--- src/rtl/cobs_dec_pkg.sv ---
`default_nettype none

package cobs_dec_pkg;

  localparam int MAX_FRAME = 2048;
  localparam int COUNT_W   = $clog2(MAX_FRAME);
  localparam int LEN_W     = 11;

  localparam logic [COUNT_W-1:0] COUNT_LIMIT = COUNT_W'(MAX_FRAME - 1);

  localparam logic [7:0] CODE_FULL = 8'hFF;
  localparam logic [7:0] DELIM     = 8'h00;

  typedef enum logic [2:0] {
    KIND_DATA     = 3'd0,
    KIND_END      = 3'd1,
    KIND_EMPTY    = 3'd2,
    KIND_GARBAGE  = 3'd3,
    KIND_OVERFLOW = 3'd4
  } kind_t;

  typedef struct packed {
    kind_t             kind;
    logic [7:0]        data_byte;
    logic [LEN_W-1:0]  frame_length;
  } result_t;

endpackage

`default_nettype wire

--- src/rtl/cobs_dec_rx_if.sv ---
`default_nettype none

interface cobs_dec_rx_if;
  logic       valid;
  logic       ready;
  logic [7:0] rx_byte;

  modport source (output valid, output rx_byte, input ready);
  modport sink (input valid, input rx_byte, output ready);
endinterface

`default_nettype wire

--- src/rtl/cobs_dec_res_if.sv ---
`default_nettype none

interface cobs_dec_res_if;
  import cobs_dec_pkg::*;

  logic             valid;
  logic             ready;
  kind_t            kind;
  logic [7:0]       data_byte;
  logic [LEN_W-1:0] frame_length;

  modport source (output valid, output kind, output data_byte, output frame_length, input ready);
  modport sink (input valid, input kind, input data_byte, input frame_length, output ready);
endinterface

`default_nettype wire

--- src/rtl/cobs_dec_core.sv ---
`default_nettype none

module cobs_dec_core
  import cobs_dec_pkg::*;
(
  input  wire logic       clk,
  input  wire logic       rst,
  input  wire logic       rx_valid,
  output logic            rx_ready,
  input  wire logic [7:0] rx_byte,
  output logic            res_valid,
  input  wire logic       res_ready,
  output result_t         res
);

  // input register
  logic       s1_valid;
  logic [7:0] s1_byte;

  // decoder state
  logic [7:0]         current_code;
  logic [7:0]         block_remaining;
  logic [COUNT_W-1:0] written_count;

  logic [7:0]         current_code_next;
  logic [7:0]         block_remaining_next;
  logic [COUNT_W-1:0] written_count_next;

  logic has_result;
  logic take;
  logic at_limit;
  logic is_delim;

  assign at_limit = (written_count == COUNT_LIMIT);
  assign is_delim = (s1_byte == DELIM);

  always_comb begin
    current_code_next    = current_code;
    block_remaining_next = block_remaining;
    written_count_next   = written_count;
    has_result           = 1'b1;
    res.kind             = KIND_DATA;
    res.data_byte        = 8'h00;
    res.frame_length     = '0;

    if (at_limit && !is_delim) begin
      // overflow: abort, then this byte opens a new frame as its code byte
      res.kind             = KIND_OVERFLOW;
      current_code_next    = s1_byte;
      block_remaining_next = s1_byte - 8'd1;
      written_count_next   = '0;
    end else if (block_remaining != 8'h00) begin
      if (is_delim) begin
        res.kind             = KIND_GARBAGE;
        current_code_next    = CODE_FULL;
        block_remaining_next = 8'h00;
        written_count_next   = '0;
      end else begin
        res.data_byte        = s1_byte;
        block_remaining_next = block_remaining - 8'd1;
        written_count_next   = written_count + COUNT_W'(1);
      end
    end else if (is_delim) begin
      if (current_code == CODE_FULL && written_count == '0) begin
        res.kind = KIND_EMPTY;
      end else begin
        res.kind         = KIND_END;
        res.frame_length = LEN_W'(written_count);
      end
      current_code_next    = CODE_FULL;
      block_remaining_next = 8'h00;
      written_count_next   = '0;
    end else begin
      current_code_next    = s1_byte;
      block_remaining_next = s1_byte - 8'd1;
      if (current_code != CODE_FULL) begin
        // restored zero at the block boundary
        written_count_next = written_count + COUNT_W'(1);
      end else begin
        has_result = 1'b0;
      end
    end
  end

  assign take      = s1_valid && (!has_result || res_ready);
  assign res_valid = s1_valid && has_result;
  assign rx_ready  = !s1_valid || take;

  always_ff @(posedge clk) begin
    if (rst) begin
      s1_valid <= 1'b0;
    end else if (rx_ready) begin
      s1_valid <= rx_valid;
    end
  end

  always_ff @(posedge clk) begin
    if (rx_ready && rx_valid) begin
      s1_byte <= rx_byte;
    end
  end

  always_ff @(posedge clk) begin
    if (rst) begin
      current_code    <= CODE_FULL;
      block_remaining <= 8'h00;
      written_count   <= '0;
    end else if (take) begin
      current_code    <= current_code_next;
      block_remaining <= block_remaining_next;
      written_count   <= written_count_next;
    end
  end

  a_count_bound : assert property (@(posedge clk) disable iff (rst)
    written_count <= COUNT_LIMIT)
    else $error("frame byte count past its limit");

  a_block_in_code : assert property (@(posedge clk) disable iff (rst)
    block_remaining < current_code)
    else $error("bytes left in block not below code byte");

  a_frame_restart : assert property (@(posedge clk) disable iff (rst)
    take && res_valid && (res.kind == KIND_END || res.kind == KIND_EMPTY ||
      res.kind == KIND_GARBAGE)
    |=> current_code == CODE_FULL && block_remaining == 8'h00 && written_count == '0)
    else $error("frame state not restarted after frame close");

  a_stall_holds : assert property (@(posedge clk) disable iff (rst)
    s1_valid && !take |=> s1_valid && $stable(s1_byte) && $stable(written_count))
    else $error("stalled byte or state changed");

endmodule

`default_nettype wire

--- src/rtl/cobs_dec_out_reg.sv ---
`default_nettype none

module cobs_dec_out_reg
  import cobs_dec_pkg::*;
(
  input  wire logic    clk,
  input  wire logic    rst,
  input  wire logic    in_valid,
  output logic         in_ready,
  input  wire result_t in_res,
  output logic         out_valid,
  input  wire logic    out_ready,
  output result_t      out_res
);

  logic    valid;
  result_t res;

  assign in_ready  = !valid || out_ready;
  assign out_valid = valid;
  assign out_res   = res;

  always_ff @(posedge clk) begin
    if (rst) begin
      valid <= 1'b0;
    end else if (in_ready) begin
      valid <= in_valid;
    end
  end

  always_ff @(posedge clk) begin
    if (in_ready && in_valid) begin
      res <= in_res;
    end
  end

endmodule

`default_nettype wire

--- src/rtl/cobs_stream_decoder.sv ---
// channel | dir | payload                                    | handshake
// rx      | in  | rx_byte[7:0]                               | valid/ready
// res     | out | kind[2:0], data_byte[7:0], frame_length[10:0] | valid/ready
//
// one byte per cycle unless res stalls; each byte gives at most one result
// datapath: byte register, decode logic, result register driving res.valid
// rst (synchronous) empties both registers and restarts the frame state
// a stall on res backs up through the result register into the byte register;
// a code byte with no result never waits on res
`default_nettype none

module cobs_stream_decoder
  import cobs_dec_pkg::*;
(
  input wire logic      clk,
  input wire logic      rst,
  cobs_dec_rx_if.sink   rx,
  cobs_dec_res_if.source res
);

  logic    core_valid;
  logic    core_ready;
  result_t core_res;
  result_t out_res;

  cobs_dec_core u_core (
    .clk       (clk),
    .rst       (rst),
    .rx_valid  (rx.valid),
    .rx_ready  (rx.ready),
    .rx_byte   (rx.rx_byte),
    .res_valid (core_valid),
    .res_ready (core_ready),
    .res       (core_res)
  );

  cobs_dec_out_reg u_out_reg (
    .clk       (clk),
    .rst       (rst),
    .in_valid  (core_valid),
    .in_ready  (core_ready),
    .in_res    (core_res),
    .out_valid (res.valid),
    .out_ready (res.ready),
    .out_res   (out_res)
  );

  assign res.kind         = out_res.kind;
  assign res.data_byte    = out_res.data_byte;
  assign res.frame_length = out_res.frame_length;

endmodule

`default_nettype wire

--- src/flat_wrapper.sv ---
// flat-port wrapper written by rule: the top's interface ports become plain ports
module cobs_stream_decoder_flat import cobs_dec_pkg::*;
  (clk, rst, rx_valid, rx_rx_byte, rx_ready, res_valid, res_kind, res_data_byte, res_frame_length, res_ready);
  cobs_dec_rx_if rx_i ();
  cobs_dec_res_if res_i ();
  input wire logic clk;
  input wire logic rst;
  input wire logic [$bits(rx_i.valid)-1:0] rx_valid;
  input wire logic [$bits(rx_i.rx_byte)-1:0] rx_rx_byte;
  output wire logic [$bits(rx_i.ready)-1:0] rx_ready;
  output wire logic [$bits(res_i.valid)-1:0] res_valid;
  output wire logic [$bits(res_i.kind)-1:0] res_kind;
  output wire logic [$bits(res_i.data_byte)-1:0] res_data_byte;
  output wire logic [$bits(res_i.frame_length)-1:0] res_frame_length;
  input wire logic [$bits(res_i.ready)-1:0] res_ready;
  assign rx_i.valid = rx_valid;
  assign rx_i.rx_byte = rx_rx_byte;
  assign rx_ready = rx_i.ready;
  assign res_valid = res_i.valid;
  assign res_kind = res_i.kind;
  assign res_data_byte = res_i.data_byte;
  assign res_frame_length = res_i.frame_length;
  assign res_i.ready = res_ready;
  cobs_stream_decoder u_core (.clk(clk), .rst(rst), .rx(rx_i), .res(res_i));
endmodule
--- config.mk ---
export PLATFORM = sky130hd
export DESIGN_NAME = cobs_stream_decoder_flat
export DESIGN_NICKNAME = d
export VERILOG_FILES = /design/src/rtl/cobs_dec_pkg.sv /design/src/rtl/cobs_dec_rx_if.sv /design/src/rtl/cobs_dec_res_if.sv /design/src/rtl/cobs_dec_core.sv /design/src/rtl/cobs_dec_out_reg.sv /design/src/rtl/cobs_stream_decoder.sv /design/src/flat_wrapper.sv
export SDC_FILE = /design/constraint.sdc
export NUM_CORES = 1
export LEC_CHECK = 0
export ABC_AREA = 0
export BUFFER_PORTS_ARGS = -buffer_cell sky130_fd_sc_hd__buf_4
export CORE_ASPECT_RATIO = 2
export CORE_MARGIN = 4
export CORE_UTILIZATION = 29
export CTS_CLUSTER_DIAMETER = 80
export DETAILED_ROUTE_END_ITERATION = 10
export PLACE_DENSITY_LB_ADDON = 0.3
export SYNTH_ARGS = -nofsm -noshare
export SYNTH_HDL_FRONTEND = slang
export SYNTH_SLANG_ARGS = --single-unit
--- constraint.sdc ---
create_clock -name clk -period 3.9 [get_ports clk]
set_input_delay 0.195 -clock clk [delete_from_list [all_inputs] [get_ports clk]]
set_output_delay 0.195 -clock clk [all_outputs]
set_load 0.01 [all_outputs]
==> results.ini <==
[clock_network]
clock_latency_ns=0.33
cts_tree=done
root_buffer=clkbuf_16
clk_pin_slew_worst_paths_ns=0.05
clock_sinks=59
htree_levels=3
holdBufCountCts=0
cts_buffers=9
clockBufferDepth=2
post_cts_buffers=0
cts-resized-gates=0

[status]
status=completed

[power_and_ir_drop]
vdd_drop_max_v=0.000329
p_leak_nw=1.28
powerDensity_mw_per_mm2=787

[final_layout]
syn2layout_area_growth_pct=24.0
drive_gt1_share_pct=21.3
final_nets=316
fin_util_pct=36.7
n_antenna_cell=0

[worst_hold_path]
worst_hold_path_type=input pin to flip-flop

[drt]
ant_nets=0
routed_wl_um=7070
vias_per_cell=5.40
vias=2209
drtIter0Drc=138
dr.pass1.iters=4
wl_per_cell_um=17.3
route.detailed.drc=0

[die]
floorplan.rows=50
dieArea_sq_mm=0.0113
die_x_um=77.2
start_util_pct=29.6
die_y_um=146
coreArea_sq_mm=0.00938
io_pins=36

[setup_path]
crit_buf_inv=1
crit_arrival_ns=2.77
crit_required_ns=4.09
crit_slowest_cell=and4bb_1
slowest_delay_ns=0.52
critPathKind=flip-flop to flip-flop
startpoint_type=flip-flop
end_kind=flip-flop
critPathTopFamily=simple AND/OR/NAND/NOR gates
cp_cell_sequence=inv_1 -> ha_1 -> nor4b_4 -> and4bb_1 -> a41oi_4 -> nor3_2 -> a32oi_1
critPathMaxFanout=16

[synth]
synth_most_common_cell=nor2_1
yosys.area.top_type_share_pct=32.5
synthArstFlopShare_pct=0
ys_seq_elements=59
synth_seq_area_share_pct=53.4
synth_area_leaders=edfxtp_1, dfxtp_1, nor2_1, xnor2_1, and2_1
synthFlopType=edfxtp_1
syn-num-nets=278
synth_area_sq_mm=0.00277
synth-edff-count=30
synth.distinct_cells=49
yosys.area.top_type=edfxtp_1
synth_cells=262
yosys_warnings=0
synth.top_cells.by_count=nor2_1, edfxtp_1, dfxtp_1, and2_1
synth.avg_cell_area_sq_um=10.6

[global_routing]
gr-total-overflow=0
grt_pass1_wl_um=11000
antenna_found_initial=0
grt_pass1_vias=2194
groute.usage.overall_pct=13.1
grt_start_max_net_pins=25

[placed_design]
dp_hpwl_um=5410
gp_congestion=0.833
port_buffers=35

[sta]
fin_crit_ns=2.59
hold_viol=0
max_slew_margin_pct=46.5
fmax_mhz=387
max_slew.worst_pin.slew_ns=0.796
finClkSkew_ns=0.00735
tns_ns=0
fin_crit_sh_pct=66.3
setup-violations-final=0
drv_slew=0
grt_setup_unrepaired=false

[job]
cap_violations=0

layer usage:
layer  global-route usage [%]  up-vias  routed length [um]
li1                         -     1051                   -
met1                     9.89     1059                2160
met2                     25.2       71                4140
met3                     3.15       28                 254
met4                     12.7        0                 516
met5                        0        -                   0
state kept, by name (all words and copies together) (netlist names):
signal / flops
u_core.u_core.block_remaining: 8
u_core.u_core.current_code: 8
u_core.u_core.s1_byte: 8
u_core.u_core.s1_valid: 1
u_core.u_core.written_count: 11
u_core.u_out_reg.out_res: 22
u_core.u_out_reg.out_valid: 1
path summary, 6_finish.rpt:
path                                                 start                                             to  slack, ns  cells past startpoint
max          u_core.u_core.block_remaining[0]$_SDFFE_PP0P_     u_core.u_core.current_code[1]$_SDFFE_PP1P_       1.31                      7
min                                          rx_rx_byte[4]             u_core.u_core.s1_byte[4]$_DFFE_PP_       0.04                      1
max reg2reg  u_core.u_core.block_remaining[0]$_SDFFE_PP0P_     u_core.u_core.current_code[1]$_SDFFE_PP1P_       1.31                      7
min reg2reg  u_core.u_core.block_remaining[1]$_SDFFE_PP0P_  u_core.u_core.block_remaining[1]$_SDFFE_PP0P_       0.51                      2
cells by family (layout without fill, tap and decap cells):
logic type	after synthesis	count (layout)	share of synthesized area, %
compound gates	46	46	13.3
xor+xnor	16	16	5.05
fa+ha+maj	4	4	1.80
buf+inv	21	64	3.16
flops	59	59	53.4
mux	4	4	1.49
simple gates	112	112	21.8
where the power goes:
group          switching (mW)  internal [mW]  leakage [nW]
clock                   0.271          0.491         0.136
sequential             0.0983          0.823         0.524
combinational           0.621          0.404         0.621
total                   0.990           1.72          1.28
final cells by class:
type | instances | area, sq um
well taps | 104 | 130
inverters | 8 | 30.0
clock inverters | 5 | 55.1
clock buffers | 11 | 233
repair buffers | 40 | 300
fillers | 942 | 5940
multi-input cells | 182 | 1210
flip-flops and latches | 59 | 1480
cells in the final DEF (no fill, tap or decap), types with 2 or more instances in the layout:
cell / count
buf_4: 40
nor2_1: 35
edfxtp_1: 30
dfxtp_1: 29
and2_1: 14
nand2_1: 13
xnor2_1: 13
nand3_1: 11
and3_1: 9
a21oi_1: 9
clkbuf_16: 9
nor3_1: 8
inv_1: 8
a22oi_1: 6
nand4_1: 5
nor4_1: 5
a311oi_1: 5
o41ai_1: 4
a31oi_1: 4
ha_1: 4
xor2_1: 3
mux2i_1: 3
and4_1: 2
nand4b_1: 2
a32oi_1: 2
o32ai_1: 2
o31ai_1: 2
clkinvlp_4: 2
clkbuf_1: 2
clkinv_2: 2
per-stage QoR:
| step | hold WS [ns] | setup slack [ns] | total power [mW] | cell area, sq um | std cells |
|---|---|---|---|---|---|
| 2_1_floorplan | 0.294 | 0.765 | 1.65 | 2770 | 262 |
| 3_3_place_gp | 0.375 | 1.41 | 1.94 | 3150 | 393 |
| 3_5_place_dp | 0.375 | 1.33 | 1.96 | 3150 | 393 |
| 4_1_cts | 0.0250 | 1.33 | 2.72 | 3440 | 409 |
| 5_1_grt | 0.0222 | 1.10 | 2.86 | 3440 | 409 |
| 6_report | 0.0373 | 1.31 | 2.71 | 3440 | 409 |
Power figures use the tool's default switching activity.
